## config.mk

```make
export PLATFORM = sky130hd
export DESIGN_NAME = int64_to_double_convert_top
export DESIGN_NICKNAME = d
export VERILOG_FILES = /design/src/rtl/i2d_pkg.sv /design/src/rtl/i2d_lzc.sv /design/src/rtl/int64_to_double_convert_top.sv
export SDC_FILE = /design/constraint.sdc
export NUM_CORES = 1
export LEC_CHECK = 0
export BUFFER_PORTS_ARGS = -buffer_cell sky130_fd_sc_hd__buf_2
export CAP_MARGIN = 20
export CORE_ASPECT_RATIO = 2
export CORE_UTILIZATION = 40
export DETAILED_ROUTE_END_ITERATION = 16
export PLACE_DENSITY = 0.54
export SETUP_SLACK_MARGIN = 0.02
export SYNTH_ARGS = -nofsm -noshare
export SYNTH_HDL_FRONTEND = slang
export SYNTH_HIERARCHICAL = 1
export SYNTH_SLANG_ARGS = --single-unit
export TNS_END_PERCENT = 1
```

## constraint.sdc

```tcl
create_clock -name i_clk -period 8.6 [get_ports i_clk]
set_clock_uncertainty 0.15 [all_clocks]
set_input_delay 1.29 -clock i_clk [delete_from_list [all_inputs] [get_ports i_clk]]
set_output_delay 1.29 -clock i_clk [all_outputs]
set_load 0.005 [all_outputs]
```

## src/rtl/i2d_pkg.sv

```systemverilog
// shared types and constants for the int64 to binary64 converter
package i2d_pkg;
    localparam int unsigned FracBits = 52;
    localparam int unsigned ExpBias  = 1023;
    typedef logic [63:0] t_word;
    typedef logic [5:0]  t_pos;
    typedef logic [10:0] t_exp;
endpackage

```

## src/rtl/i2d_lzc.sv

```systemverilog
// leading one position of a nonzero 64-bit magnitude
module i2d_lzc (
    input  i2d_pkg::t_word i_mag,
    output i2d_pkg::t_pos  o_pos
);
    import i2d_pkg::*;

    logic [15:0] w_any;
    logic [1:0]  w_sub [16];
    logic [3:0]  w_grp;
    logic [3:0]  w_nib;

    always_comb begin
        for (int g = 0; g < 16; g++) begin
            w_nib    = i_mag[g*4 +: 4];
            w_any[g] = |w_nib;
            if (w_nib[3])      w_sub[g] = 2'd3;
            else if (w_nib[2]) w_sub[g] = 2'd2;
            else if (w_nib[1]) w_sub[g] = 2'd1;
            else               w_sub[g] = 2'd0;
        end
        w_grp = '0;
        for (int g = 0; g < 16; g++) begin
            if (w_any[g]) w_grp = 4'(g);
        end
        o_pos = {w_grp, w_sub[w_grp]};
    end
endmodule

```

## src/rtl/int64_to_double_convert_top.sv

```systemverilog
// throughput: one transaction per cycle while the output is not stalled, set by the four-stage pipeline
// a stall holds every stage; an empty stage fills while downstream waits
// reset (synchronous, active low) clears the stage valid bits only
// stages: magnitude, leading one, normalize, round and pack
module int64_to_double_convert_top (
    input  logic        i_clk,
    input  logic        i_rst_n,
    input  logic        s_axis_tvalid,
    output logic        s_axis_tready,
    input  logic [63:0] s_axis_tdata,   // value[63:0]
    output logic        m_axis_tvalid,
    input  logic        m_axis_tready,
    output logic [63:0] m_axis_tdata    // result_bits[63:0]
);
    import i2d_pkg::*;

    logic [3:0] r_vld;
    logic [3:0] w_en;
    logic       r_s1_sign, r_s2_sign, r_s3_sign;
    logic       r_s1_zero, r_s2_zero, r_s3_zero;
    t_word      r_s1_mag, r_s2_mag;
    t_pos       r_s2_pos, r_s3_pos;
    t_pos       w_pos;
    logic [52:0] r_s3_sig;
    logic        r_s3_grd, r_s3_stk;
    t_word       r_out;
    t_word       n_norm;
    logic [53:0] n_sig;
    t_exp        n_exp;

    assign w_en[3] = !r_vld[3] || m_axis_tready;
    assign w_en[2] = !r_vld[2] || w_en[3];
    assign w_en[1] = !r_vld[1] || w_en[2];
    assign w_en[0] = !r_vld[0] || w_en[1];
    assign s_axis_tready = w_en[0];
    assign m_axis_tvalid = r_vld[3];
    assign m_axis_tdata  = r_out;

    always_ff @(posedge i_clk) begin
        if (!i_rst_n) begin
            r_vld <= '0;
        end else begin
            if (w_en[0]) r_vld[0] <= s_axis_tvalid;
            if (w_en[1]) r_vld[1] <= r_vld[0];
            if (w_en[2]) r_vld[2] <= r_vld[1];
            if (w_en[3]) r_vld[3] <= r_vld[2];
        end
    end

    i2d_lzc u_lzc (.i_mag(r_s1_mag), .o_pos(w_pos));

    always_comb begin
        n_norm = r_s2_mag << (6'd63 - r_s2_pos);
        n_sig  = {1'b0, r_s3_sig} + 54'(r_s3_grd && (r_s3_stk || r_s3_sig[0]));
        n_exp  = t_exp'(ExpBias) + t_exp'(r_s3_pos) + t_exp'(n_sig[53]);
    end

    always_ff @(posedge i_clk) begin
        if (w_en[0]) begin
            r_s1_sign <= s_axis_tdata[63];
            r_s1_zero <= ~|s_axis_tdata;
            r_s1_mag  <= s_axis_tdata[63] ? (~s_axis_tdata + 64'd1) : s_axis_tdata;
        end
        if (w_en[1]) begin
            r_s2_sign <= r_s1_sign;
            r_s2_zero <= r_s1_zero;
            r_s2_mag  <= r_s1_mag;
            r_s2_pos  <= w_pos;
        end
        if (w_en[2]) begin
            r_s3_sign <= r_s2_sign;
            r_s3_zero <= r_s2_zero;
            r_s3_pos  <= r_s2_pos;
            r_s3_sig  <= n_norm[63:11];
            r_s3_grd  <= n_norm[10];
            r_s3_stk  <= |n_norm[9:0];
        end
        if (w_en[3]) begin
            if (r_s3_zero) r_out <= '0;
            else r_out <= {r_s3_sign, n_exp, n_sig[53] ? n_sig[52:1] : n_sig[51:0]};
        end
    end
endmodule

```

; Word-level counts from Yosys, hierarchy flattened
; Index checks and enable logic that the tools add are counted.
[op_classes]
shifts = 1
bitwise = 2
n_addsub = 5
n_mux = 68
reduce_logical = 28
order_cmp = 1
[op_table]
columns = cell, count
row1 = 2-to-1 mux 2 bit, 36
row2 = adder 64 x 1 -> 64 bit (second input constant), 1
row3 = inverter 64 bit, 1
row4 = OR reduction 64 bit, 1
row5 = left shift 64 x 6 -> 64 bit, 1
row6 = 2-to-1 mux 63 bit, 1
row7 = OR reduction 4 bit, 15
row8 = adder 53 x 1 -> 54 bit, 1
row9 = 2-to-1 mux 52 bit, 1
row10 = 2-to-1 mux 4 bit, 8
row11 = 2-to-1 mux 1 bit, 17
row12 = 2-to-1 mux 3 bit, 4
row13 = adder 10 x 6 -> 11 bit (first input constant), 1
row14 = adder 11 x 1 -> 11 bit, 1
row15 = OR reduction 10 bit, 1
row16 = binary-select mux 2 bit (select 4 bit), 1
row17 = subtractor 6 bit (first input constant), 1
row18 = greater-or-equal comparator 5 bit (second input constant), 1
row19 = logical NOT 1 bit, 5
row20 = logical OR 1 bit, 5
row21 = inverter 4 -> 5 bit, 1
row22 = logical AND 1 bit, 1
[totals]
wordCells = 124
input_bits = 68
register_bits = 269
output_inout_bits = 66

; Depth between registers and ports, before layout
; Gate-level depths: netlist of the first run.
[depth]
depth_word = 20
ltp_mapped = 11
ltp_nobuf = 11

; Cells and area by module
; The synthesis of the first run kept the hierarchy.
[modules_own_cells]
columns = module, instances, seq_area_each_um2, cells_per_inst, area_per_inst_um2
row1 = int64_to_double_convert_top, 1, 8037.7, 1259, 14909.3
row2 = i2d_lzc, 1, 0.0, 123, 768.2

; Worst setup path before layout of the first run
; OpenSTA, ideal clock, no wires.
[synth_timing]
kind = input -> output
from = input port m_axis_tready
to = output port s_axis_tready
arrival_time_ns = 3.008
n_path_buf = 0
setup_slack_ns = 4.152
stages = 3
path_cell_list = nor2b_1 > and3_1 > nand2_1
[synth_between]
elab_chain_cells = 4
[synth_rtl]
columns = item, line_no
row1 = "start, declared", int64_to_double_convert_top.sv:12  ; input logic m_axis_tready,
row2 = logical OR 1 bit, int64_to_double_convert_top.sv:31  ; assign w_en[3] = !r_vld[3] || m_axis_tready;
row3 = logical OR 1 bit, int64_to_double_convert_top.sv:32  ; assign w_en[2] = !r_vld[2] || w_en[3];
row4 = logical OR 1 bit, int64_to_double_convert_top.sv:33  ; assign w_en[1] = !r_vld[1] || w_en[2];
row5 = logical OR 1 bit, int64_to_double_convert_top.sv:34  ; assign w_en[0] = !r_vld[0] || w_en[1];
row6 = "end, declared", int64_to_double_convert_top.sv:9  ; output logic s_axis_tready,
; Every way passes these cells.

; Worst setup path in the final report of the first run
[layout_timing]
from = register r_s2_pos[0]
to = register r_s3_sig[16], data pin
[layout_between]
elab_chain_cells = 2
[layout_rtl]
columns = item, line_no
row1 = "start, declared", int64_to_double_convert_top.sv:22  ; t_pos r_s2_pos, r_s3_pos;
row2 = "start signal, assigned", int64_to_double_convert_top.sv:68  ; r_s2_pos <= w_pos;
row3 = subtractor 6 bit, int64_to_double_convert_top.sv:53  ; n_norm = r_s2_mag << (6'd63 - r_s2_pos);
row4 = left shift 64 x 6 -> 64 bit, int64_to_double_convert_top.sv:53
row5 = "end signal, assigned", int64_to_double_convert_top.sv:74  ; r_s3_sig <= n_norm[63:11];
row6 = "end, declared", int64_to_double_convert_top.sv:24  ; logic [52:0] r_s3_sig;
; Every way passes these cells.
; A chain may end at the register's enable or synchronous reset.

==> summary.md, run 1 <==
| Metric | Value |
|---|---|
| Status | complete, no violations |
| Initial core utilization | 0.405 |
| Max Cap Violations | 0 |
| Port bufs | ~130 |
| Finished Layout Cells | 2031 |
| Logic pwr share | 0.251 |
| Total grt overflow | 0 |
| Vias in the first global route | around 12000 |
| Synth warnings | 6 |
| Yosys top cell by area | edfxtp_1 |
| Top post-synthesis cells by count | 265 x edfxtp_1, 144 x nand2_1, 106 x nor2_1, 81 x xnor2_1, 74 x o21ai_0 |
| CP Data Required Time | 8.76 ns |
| Ant diodes | 0 |
| Worst-path clk slew | 0.07 ns |
| Die width | 142 um |
| Register-to-Register Setup Slack | 4.34 ns |
| Synth area leaders | edfxtp_1 51%, mux4_2 6.2%, xnor2_1 4.5% |
| Post-synth EDFFs | 265 |
| Slowest stage delay, CP | 0.85 ns |
| DIE HEIGHT | 282 um |
| GRT Util Overall | 0.250 |
| Post_cts resized | 0 |
| LEAKAGE | 6.28 nW |
| P_int | 2.77 mW |
| Max-slew violation count | 0 |
| Wire per inst | 24.2 um |
| Most frequent cell after synthesis | edfxtp_1 |
| Cts bufs inserted | 25 |
| Seq/Total Area, Yosys | 0.513 |
| Share of cells above drive strength 1 | 0.195 |
| Reg area | 0.00804 mm2 |
| Crit end category | flip-flop |
| Crit path kind | reg -> reg |
| First-pass GRT wire length | 72300 um |
| Core region area | slightly below 0.04 mm2 |
| DIE AREA | 0.0400 mm2 |
| 1st-iter DRT viols | 479 |
| Routed wire length | 49200 um |
| Fillers | around 3600 |
| Flop pwr share | 0.467 |
| Final WS setup | about 4.3 ns |
| Tmin final | 4.26 ns |
| CTS Root Cell | clkbuf_16 |
| Cell Area, Placed | ~0.017 mm2 |
| Num ports | 134 |
| Area occupied by multi-input gates | around 0.0072 mm2 |
| H-tree lvl count | 1 |
| Top cell type's share of synthesized area | 0.508 |
| Final TNS setup | 0 ns |
| Synthesized area | 0.0157 mm2 |
| Final Hold Fails | 0 |
| Crit share post-route | 0.495 |
| Power Density | roughly 230 mW/mm2 |
| CTS tree | yes |
| DR vias/cell | 5.74 |
| P_sw | 1.27 mW |
| RSZ-0062 raised after global routing | false |
| Routed Antenna Nets | 0 |
| Pre-Repair DR Iteration Count | 5 |
| Max Clk Rate | between 200 and 250 MHz |
| Most used DFF post-synth | edfxtp_1 |
| Placed cell count | 1985 |
| Post-route cell area | 0.0177 mm2 |
| CP cell instances | buf_4 > buf_4 > mux2_2 > a22oi_1 > nor2_1 > a21oi_1 > mux2_2 > nor2_1 |
| Detailed placement HPWL | between 30000 and 40000 um |
| Clock latency on the worst-skew pair | 0.56 ns |
| Slowest cell on crit path | a22oi_1 |
| Via Count | 11700 |
| Asr flop ratio synth | 0 |
| Max-slew headroom | 0.231 |
| Endpoints failing setup | 0 |
| Post-CTS Hold Buffers | 0 |
| Site Rows | around 100 |
| Peak VDD IR | around 0.00013 V |
| Worst Tran Pin Value | about 1.1 ns |
| Antenna violations before repair | 0 |
| Hold Path Class | reg -> reg |
| Maximum fanout along the worst path | 38 |
| DRC violations left | 0 |
| Synth-to-layout area growth | 13.0% |
| WP data arrival | 4.41 ns |
| Post-Syn Nets | between 1000 and 1500 |
| Yosys reg bits | roughly 270 |
| Critical Path Source Type | flip-flop |
| Worst-case clock buffer depth | 3 |
| Postcts setup bufs | 0 |
| Clock Power Share | 0.282 |
| Cells after synthesis | 1382 |
| Sw frac | 0.315 |
| Unique masters post-synth | 76 |
| Final net count | 1566 |
| GPL Wtd Cong | 0.996 |
| Dpl ws | 4.21 ns |
| Clk sinks | ~270 |
| Average size of a mapped cell | 11.3 um2 |
| Pin count of the biggest net entering global routing | 73 |
-- cells by family after synthesis --
| logic type | synth area share |
|---|---|
| and+or+nand+nor | 0.151 |
| xor gates and xnor gates | 0.0564 |
| adders and majority gates | 0.00479 |
| AOI/OAI and AO/OA | 0.125 |
| DFF | 0.513 |
| muxes | 0.123 |
| buffers and inverters | 0.0275 |
-- state kept, by name, summed over array words and instances, names as in the netlist --
| signal | cells |
|---|---|
| m_axis_tdata | 64 |
| r_s1_mag | 64 |
| r_s2_mag | 64 |
| r_s3_sig | 53 |
| r_s2_pos | 6 |
| r_s3_pos | 6 |
| r_vld | 4 |
| r_s1_sign | 1 |
| r_s1_zero | 1 |
| r_s2_sign | 1 |
| r_s2_zero | 1 |
| r_s3_grd | 1 |
| r_s3_sign | 1 |
| r_s3_stk | 1 |
| r_s3_zero | 1 |
-- area by class of cell --
| type | instances | area share |
|---|---|---|
| Inverter | 35 | 0.00741 |
| Sequential cell | 269 | 0.454 |
| Clock buffer | 26 | 0.0355 |
| Timing Repair Buffer | 158 | 0.0482 |
| Multi-Input combinational cell | 1003 | 0.407 |
| Tap cell | 520 | 0.0367 |
| Clock inverter | 20 | 0.0115 |
-- worst max-delay path: cells and delay by family, from the launching register on --
kind | cells | cell delay (ns)
AOI/OAI and AO/OA | 2 | 1.46
buffers and inverters | 2 | 1.08
DFF | 1 | 0.32
muxes | 2 | 0.83
and+or+nand+nor | 2 | 0.13
-- stage by stage --
stage | total power [mW] | utilization | hold slack, ns
after floorplan | 2.47 | - | 0.250
after global placement | 2.91 | 0.437 | 0.256
after detailed placement | 2.92 | 0.437 | 0.262
after CTS | 4.06 | 0.458 | 0.278
after global routing | 4.22 | 0.458 | 0.282
final | 4.04 | 0.458 | 0.277
-- worst paths after layout --
path                           endpoint                   from  cells after the start
max          r_s3_sig[16]$_SDFFCE_PN0P_  r_s2_pos[0]$_DFFE_PP_                      8
min                 r_s3_sign$_DFFE_PP_    r_s2_sign$_DFFE_PP_                      0
max reg2reg  r_s3_sig[16]$_SDFFCE_PN0P_  r_s2_pos[0]$_DFFE_PP_                      8
min reg2reg         r_s3_sign$_DFFE_PP_    r_s2_sign$_DFFE_PP_                      0
-- cell usage in the layout (no fill, tap or decap), types with 12 or more instances in the layout --
cell | synthesis | final
mux2_2 | 26 | 26
nand4_1 | 22 | 22
a22oi_1 | 13 | 13
xnor2_1 | 81 | 81
and2_1 | 13 | 13
o211ai_1 | 12 | 12
a211oi_1 | 14 | 14
edfxtp_1 | 265 | 265
clkbuf_16 | 0 | 25
nor4_1 | 28 | 28
buf_2 | 9 | 133
or3_1 | 20 | 20
nor3_1 | 22 | 22
nor2b_1 | 12 | 12
buf_4 | 0 | 25
mux2i_1 | 66 | 66
o22ai_1 | 17 | 17
o31ai_1 | 21 | 21
or4_1 | 28 | 28
o21ai_0 | 74 | 74
nand3_1 | 34 | 34
a21oi_1 | 49 | 49
nor2_1 | 106 | 106
nand2_1 | 144 | 142
mux4_2 | 43 | 43
inv_1 | 31 | 29
xor2_1 | 20 | 20
-- routing by layer --
metal / track usage / wire length (um)
met1: 0.199 / 14300
met2: 0.519 / 29100
met3: 0.0255 / 1320
met4: 0.209 / 4530
met5: 0 / 0
-- power by group through the flow --
stage	combinational (mW)	sequential (mW)	clock (mW)
after floorplan	0.596	1.87	0
after global placement	1.01	1.91	0
after detailed placement	1.00	1.91	0
after CTS	1.01	1.89	1.17
after global routing	1.09	1.92	1.21
final	1.01	1.89	1.14
(Power assumes the default switching activity.)
==> run 2: changes to the inputs <==
Settings changed: PLACE_DENSITY 0.54 to 0.56.
Clock period 8.6 ns to 3.4 ns, I/O delays scaled along.
==> run 2 against run 1 <==
Effect of this change: largest cell class unchanged; die area stayed put; register-to-register slack worse by 4.2 ns; critical path type unchanged; wire length up 9.9%; non-clock buffer count rose by 118.
==> summary.md, run 2 (synthesized netlist as in run 1, its figures left out) <==
| Metric | Value |
|---|---|
| Status | complete, no violations |
| Clk sinks | 269 (unchanged) |
| Critical Path Source Type | flip-flop |
| Routed Antenna Nets | 0 (unchanged) |
| GPL Wtd Cong | 1.02 (+2.5%) |
| Commonest non-fill, non-tap cells in the layout | 265 x edfxtp_1, 142 x nand2_1, 133 x buf_2, 129 x buf_4, 106 x nor2_1 |
| Routed wire length | 54000 um (+9.9%) |
| CP Data Required Time | 3.54 ns (-5.22 ns) |
| Synth-to-layout area growth | 19.2% |
| Hold path depth | 3 (+3) |
| WHS | 0.0516 ns (-0.225 ns) |
| Dpl ws | -0.200 ns (-4.41 ns) |
| Worst min-delay path endpoint | r_vld[0]$_SDFFE_PN0P_ |
| DR vias/cell | 5.72 (-0.45%) |
| Crit path kind | reg -> reg |
| Crit end category | flip-flop |
| CTS Root Cell | clkbuf_16 |
| Post-route cell area | 0.0187 mm2 (+5.4%) |
| GRT Util Overall | 0.276 (+0.0255) |
| Port bufs | 133 (unchanged) |
| Initial core utilization | 0.405 (unchanged) |
| Vias in the first global route | 12600 (+7.5%) |
| Reg-to-reg critical path startpoint | r_s1_mag[5]$_DFFE_PP_ |
| WP data arrival | 3.37 ns (-1.04 ns) |
| Maximum fanout along the worst path | 5 (-87%) |
| Worst-case clock buffer depth | 3 (unchanged) |
| Detailed placement HPWL | 44200 um (+11%) |
| Antenna violations before repair | 1 (+1) |
| Total grt overflow | 0 (unchanged) |
| Register-to-Register Setup Slack | 0.17 ns (-4.17 ns) |
| Crit share post-route | 0.949 (+0.454) |
| Die width | 142 um (unchanged) |
| DRC violations left | 0 (unchanged) |
| Capturing point of the worst reg2reg path | r_s2_pos[1]$_DFFE_PP_ |
| Num ports | 134 (unchanged) |
| Cell Area, Placed | 0.0179 mm2 (+6.2%) |
| Pin count of the biggest net entering global routing | 73 (unchanged) |
| Most common cell after layout, fill and taps aside | edfxtp_1 |
| DIE AREA | 0.0400 mm2 (unchanged) |
| 1st-iter DRT viols | 494 (+3.1%) |
| Reg2Reg Depth | 10 (+2) |
| Power Density | 550 mW/mm2 (+140%) |
| Fin util | 0.483 (+0.0248) |
| Share of cells above drive strength 1 | 0.249 (+0.0542) |
| First-pass GRT wire length | 78700 um (+8.9%) |
| Final WS setup | 0.173 ns (-4.17 ns) |
| CTS tree | yes |
| Hold Path Class | in -> reg |
| Cts bufs inserted | 25 (unchanged) |
| Max-slew violation count | 0 (unchanged) |
| Worst Tran Pin Value | 0.893 ns (-0.229 ns) |
| Clock latency on the worst-skew pair | 0.55 ns (about the same) |
| Wire per inst | 25.2 um (+4.0%) |
| Tmin final | 3.23 ns (-1.03 ns) |
| Via Count | 12300 (+5.1%) |
| Final net count | 1684 (+7.5%) |
| Max Cap Violations | 0 (unchanged) |
| Peak VDD IR | 0.000350 V (+180%) |
| Core region area | 0.0387 mm2 (unchanged) |
| Postcts setup bufs | 0 (unchanged) |
| Worst-path clk slew | 0.06 ns (about the same) |
| H-tree lvl count | 1 (unchanged) |
| Final Hold Fails | 0 (unchanged) |
| Max Clk Rate | 310 MHz (+32%) |
| Site Rows | 102 (unchanged) |
| Total Power | 10.3 mW (+150%) |
| Max-slew headroom | 0.396 (+0.166) |
| RSZ-0062 raised after global routing | false |
| DIE HEIGHT | 282 um (unchanged) |
| LEAKAGE | 6.86 nW (+9.2%) |
| Hold_sp | s_axis_tvalid |
| Pre-Repair DR Iteration Count | 8 (+3) |
| Endpoints failing setup | 0 (unchanged) |
-- run 2: cell types whose count changed in the layout (fill, tap and decap cells not counted), moves of 2 or more --
cell / change
clkbuf_1: +5
clkinvlp_4: -2
clkinv_4: -3
buf_4: +104
bufinv_16: -2
inv_6: -2
buf_12: +13
-- run 2: area by class of cell --
cell class | count | area (um2)
clock buffers | 31 | 648
multi-input cells | 1003 | 7220
diodes | 1 | 2.50
repair buffers | 276 | 1900
flip-flops and latches | 269 | 8040
inverters | 35 | 131
well taps | 520 | 651
clock inverters | 10 | 81.3
fillers | 3616 | 20000
-- run 2: what timing repair did --
action / in CTS / in global routing
hold buffers: 1 / 0
resized for setup: 0 / 2
endpoints found under the setup margin: 0 / 2
endpoints found under the hold margin: 1 / 0
-- run 2: worst max-delay path, cell delays in order (launching register included) --
cell and delay [ns]:
edfxtp_1 0.41, or4_1 0.62, a211oi_2 0.32, o21ai_2 0.17, a21oi_4 0.22, inv_2 0.05, buf_4 0.16, buf_4 0.14
or4_1 0.42, a41oi_1 0.17, o211ai_1 0.12
-- run 2: metrics by stage --
stage               setup TNS [ns]  instances
finish                           0       2145
global route                     0       2144
CTS                              0       2144
detailed placement           -1.46       2102
global placement             -1.06       2102
floorplan                        0       1382
-- run 2: how the worst max path moves through the flow --
stage,from,to,slack [ns]
finish,r_s1_mag[5]$_DFFE_PP_,r_s2_pos[1]$_DFFE_PP_,0.17
CTS,r_s3_sig[0]$_SDFFCE_PN0P_,m_axis_tdata[56]$_SDFFCE_PP0P_,0.11
detailed placement,s_axis_tdata[11],r_s1_mag[60]$_DFFE_PP_,-0.20
global route,r_s3_sig[0]$_SDFFCE_PN0P_,m_axis_tdata[56]$_SDFFCE_PP0P_,0.04
floorplan,s_axis_tdata[11],r_s1_mag[42]$_DFFE_PP_,0.09
global placement,s_axis_tdata[11],r_s1_mag[60]$_DFFE_PP_,-0.25
-- run 2: layer usage --
metal,share of wire,vias up,global-route usage
met5,0,-,0
met4,0.094,0,0.220
met3,0.026,160,0.0260
met2,0.60,323,0.586
met1,0.28,5982,0.211
li1,-,5794,-
-- run 2: report_power, final --
part | leakage, nW | total (mW) | switching, mW | internal, mW
Sequential | 2.82 | 4.79 | 0.431 | 4.36
Clock | 0.360 | 2.61 | 1.19 | 1.42
Combinational | 3.68 | 2.87 | 1.64 | 1.24
==> run 3: changes to the inputs <==
Settings changed: CAP_MARGIN 20 to unset, SYNTH_HIERARCHICAL 1 to unset.
==> run 3 against run 2 <==
Effect of this change: combinational power fell by 9.1%; synthesized cell count decreased by 3.0%; worst hold slack got worse by 0.011 ns; wire length decreased by 23%; total power decreased by 0.63%; via count down 9.3%; sequential share of layout area grew 1.2 points; first-iteration DRC count down 41%; worst setup slack worse by 0.044 ns; global-route usage is 6.0 points lower; critical endpoint unchanged; largest cell class unchanged; largest power group unchanged; highest routed layer unchanged.
==> summary.md, run 3 <==
| Metric | Value |
|---|---|
| Site Rows | 100 (-2.0%) |
| Most common cell after layout, fill and taps aside | edfxtp_1 |
| Postcts setup bufs | 0 (unchanged) |
| Max-slew violation count | 0 (unchanged) |
| Tmin final | 3.27 ns (+0.0437 ns) |
| DR vias/cell | 5.44 (-4.8%) |
| Placed cell count | 2002 (-4.8%) |
| Slowest cell on crit path | or4_1 |
| CP cell instances | or4_1 > buf_4 > nor4_2 > a21oi_2 > inv_2 > mux2i_1 > mux2i_1 > mux2_2 > o22ai_1 |
| GPL Wtd Cong | 0.970 (-5.0%) |
| Maximum fanout along the worst path | 7 (+2) |
| Worst min-delay path endpoint | r_s1_mag[0]$_DFFE_PP_ |
| Reg-to-reg critical path startpoint | r_s1_mag[33]$_DFFE_PP_ |
| Crit path kind | reg -> reg |
| Post-Syn Nets | 1413 (-3.0%) |
| Max Clk Rate | 306 MHz (-1.3%) |
| Synth area leaders | edfxtp_1 52%, mux4_2 9.0%, nand2_1 4.6% |
| Worst-case clock buffer depth | 3 (unchanged) |
| Cts bufs inserted | 25 (unchanged) |
| LEAKAGE | 6.78 nW (-1.2%) |
| Hold path depth | 1 (-2) |
| CP Data Required Time | 3.63 ns (+0.09 ns) |
| Slowest stage delay, CP | 0.70 ns (+0.08 ns) |
| Final WS setup | 0.130 ns (-0.0437 ns) |
| GRT Util Overall | 0.215 (-0.0605) |
| Max-slew headroom | 0.303 (-0.0927) |
| Clock latency on the worst-skew pair | 0.54 ns (about the same) |
| Yosys top cell by area | edfxtp_1 |
| Critical Path Source Type | flip-flop |
| DIE HEIGHT | 278 um (-1.4%) |
| H-tree lvl count | 1 (unchanged) |
| Synthesized area | 0.0152 mm2 (-2.9%) |
| Pre-Repair DR Iteration Count | 4 (-4) |
| Commonest non-fill, non-tap cells in the layout | 265 x edfxtp_1, 183 x nand2_1, 137 x buf_4, 133 x buf_2, 130 x nor2_1 |
| CTS Root Cell | clkbuf_16 |
| Post-synth EDFFs | 265 (unchanged) |
| Worst path most repeated cell | mux2i_1 |
| Crit share post-route | 0.962 (+0.0128) |
| Finished Layout Cells | 2044 (-4.7%) |
| Most used DFF post-synth | edfxtp_1 |
| Capturing point of the worst reg2reg path | r_s2_pos[1]$_DFFE_PP_ |
| Final net count | 1642 (-2.5%) |
| First-pass GRT wire length | 62300 um (-21%) |
| Synth-to-layout area growth | 19.4% |
| Vias in the first global route | 11200 (-11%) |
| DIE AREA | 0.0389 mm2 (-2.9%) |
| Yosys reg bits | 269 (unchanged) |
| Routed wire length | 41500 um (-23%) |
| Routed Antenna Nets | 0 (unchanged) |
| Dpl ws | -0.133 ns (+0.0666 ns) |
| Average size of a mapped cell | 11.4 um2 (about the same) |
| Initial core utilization | 0.407 (+0.00150) |
| Port bufs | 133 (unchanged) |
| Clk sinks | 269 (unchanged) |
| Power Density | 561 mW/mm2 (+2.1%) |
| Worst-path clk slew | 0.06 ns (about the same) |
| RSZ-0062 raised after global routing | true |
| Fillers | 3432 (-5.1%) |
| Num ports | 134 (unchanged) |
| Seq/Total Area, Yosys | 0.528 (+0.0153) |
| Peak VDD IR | 0.000324 V (-7.4%) |
| 1st-iter DRT viols | 293 (-41%) |
| Max Cap Violations | 0 (unchanged) |
| Hold Path Class | in -> reg |
| Crit end category | flip-flop |
| Die width | 140 um (-1.4%) |
| Worst Tran Pin Value | 1.04 ns (+0.152 ns) |
| Total grt overflow | 0 (unchanged) |
| Pin count of the biggest net entering global routing | 80 (+9.6%) |
| Antenna violations before repair | 0 (-1) |
| Asr flop ratio synth | 0 (unchanged) |
| Via Count | 11100 (-9.3%) |
| Reg2Reg Depth | 9 (-1) |
| Top cell type's share of synthesized area | 0.523 (+0.0151) |
| Final Hold Fails | 0 (unchanged) |
| Endpoints failing setup | 0 (unchanged) |
| Ant diodes | 0 (-1) |
| WP data arrival | 3.50 ns (+0.13 ns) |
| Register-to-Register Setup Slack | 0.13 ns (-0.04 ns) |
| Share of cells above drive strength 1 | 0.254 (+0.00549) |
| CTS tree | yes |
| Unique masters post-synth | 58 (-24%) |
| Detailed placement HPWL | 34300 um (-22%) |
| Cells after synthesis | 1341 (-3.0%) |
| Synth warnings | 0 (-6) |
| Status | complete, no violations |
| Wire per inst | 20.3 um (-19%) |
| Top post-synthesis cells by count | 265 x edfxtp_1, 185 x nand2_1, 130 x nor2_1, 83 x o21ai_0, 75 x xnor2_1 |
| Hold_sp | s_axis_tdata[0] |
| Core region area | 0.0374 mm2 (-3.3%) |
| Most frequent cell after synthesis | edfxtp_1 |
| DRC violations left | 0 (unchanged) |
-- run 3: layout make-up --
cell class                      count  area [um2]  share of cell area
Sequential cell                   269        8040               0.442
Multi-Input combinational cell    969        6820               0.375
Timing Repair Buffer              276        1810              0.0998
Clock buffer                       29         641              0.0352
Tap cell                          459         574              0.0316
Clock inverter                     13         180             0.00991
Inverter                           29         109             0.00599
-- run 3: cell families (layout without fill, tap and decap cells) --
logic type,Yosys count,after routing,synth area share
fa+ha+maj,4,4,0.00329
xor+xnor,104,104,0.0598
flops,269,269,0.528
mux,115,115,0.126
simple gates,506,506,0.158
buf+inv,103,347,0.0256
compound gates,240,240,0.0991
-- run 3: worst max path at each step --
stage / startpoint / end / slack (ns) / cells after the start
after floorplan: s_axis_tdata[29] / r_s1_mag[57]$_DFFE_PP_ / 0.15 / 7
after global placement: s_axis_tdata[29] / r_s1_mag[57]$_DFFE_PP_ / -0.08 / 8
after detailed placement: s_axis_tdata[29] / r_s1_mag[57]$_DFFE_PP_ / -0.13 / 8
after CTS: r_s3_sig[35]$_DFFE_PP_ / m_axis_tdata[56]$_SDFFCE_PP0P_ / 0.03 / 11
after global routing: r_s1_mag[24]$_DFFE_PP_ / r_s2_pos[1]$_DFFE_PP_ / 0.03 / 9
final: r_s1_mag[33]$_DFFE_PP_ / r_s2_pos[1]$_DFFE_PP_ / 0.13 / 9
-- run 3: critical path, delay by kind of cell, from the launching register on --
family / cells / cell delay (ns)
DFF: 1 / 0.41
and+or+nand+nor: 2 / 1.21
buffers and inverters: 2 / 0.41
muxes: 3 / 0.60
AOI/OAI and AO/OA: 2 / 0.31
-- run 3: where the power goes --
group          switching, mW  leakage, nW  internal, mW  total (mW)
clock                   1.19        0.391          1.65        2.85
combinational           1.38         3.56          1.23        2.61
sequential             0.387         2.83          4.36        4.75
-- run 3: repair_timing --
item | 4_1_cts | 5_1_grt
gates resized for setup | 2 | 4
hold buffers | 0 | 0
setup endpoints to repair | 2 | 9
-- run 3: metrics by stage --
step | hold slack, ns | total power [mW] | util | setup TNS (ns) | cell area, um2
floorplan | 0.250 | 6.23 | - | 0 | 15200
global placement | 0.254 | 7.40 | 0.463 | -0.474 | 17300
detailed placement | 0.255 | 7.43 | 0.463 | -1.03 | 17300
CTS | 0.0206 | 10.3 | 0.486 | 0 | 18200
global route | 0.0230 | 10.7 | 0.486 | 0 | 18200
finish | 0.0401 | 10.2 | 0.486 | 0 | 18200
-- run 3: routing by layer --
layer  part of all wire  vias up  GRT usage
li1                   -     5512          -
met1               0.29     5216      0.163
met2               0.58      257      0.448
met3              0.022      133     0.0178
met4               0.10        0      0.201
met5                  0        -          0
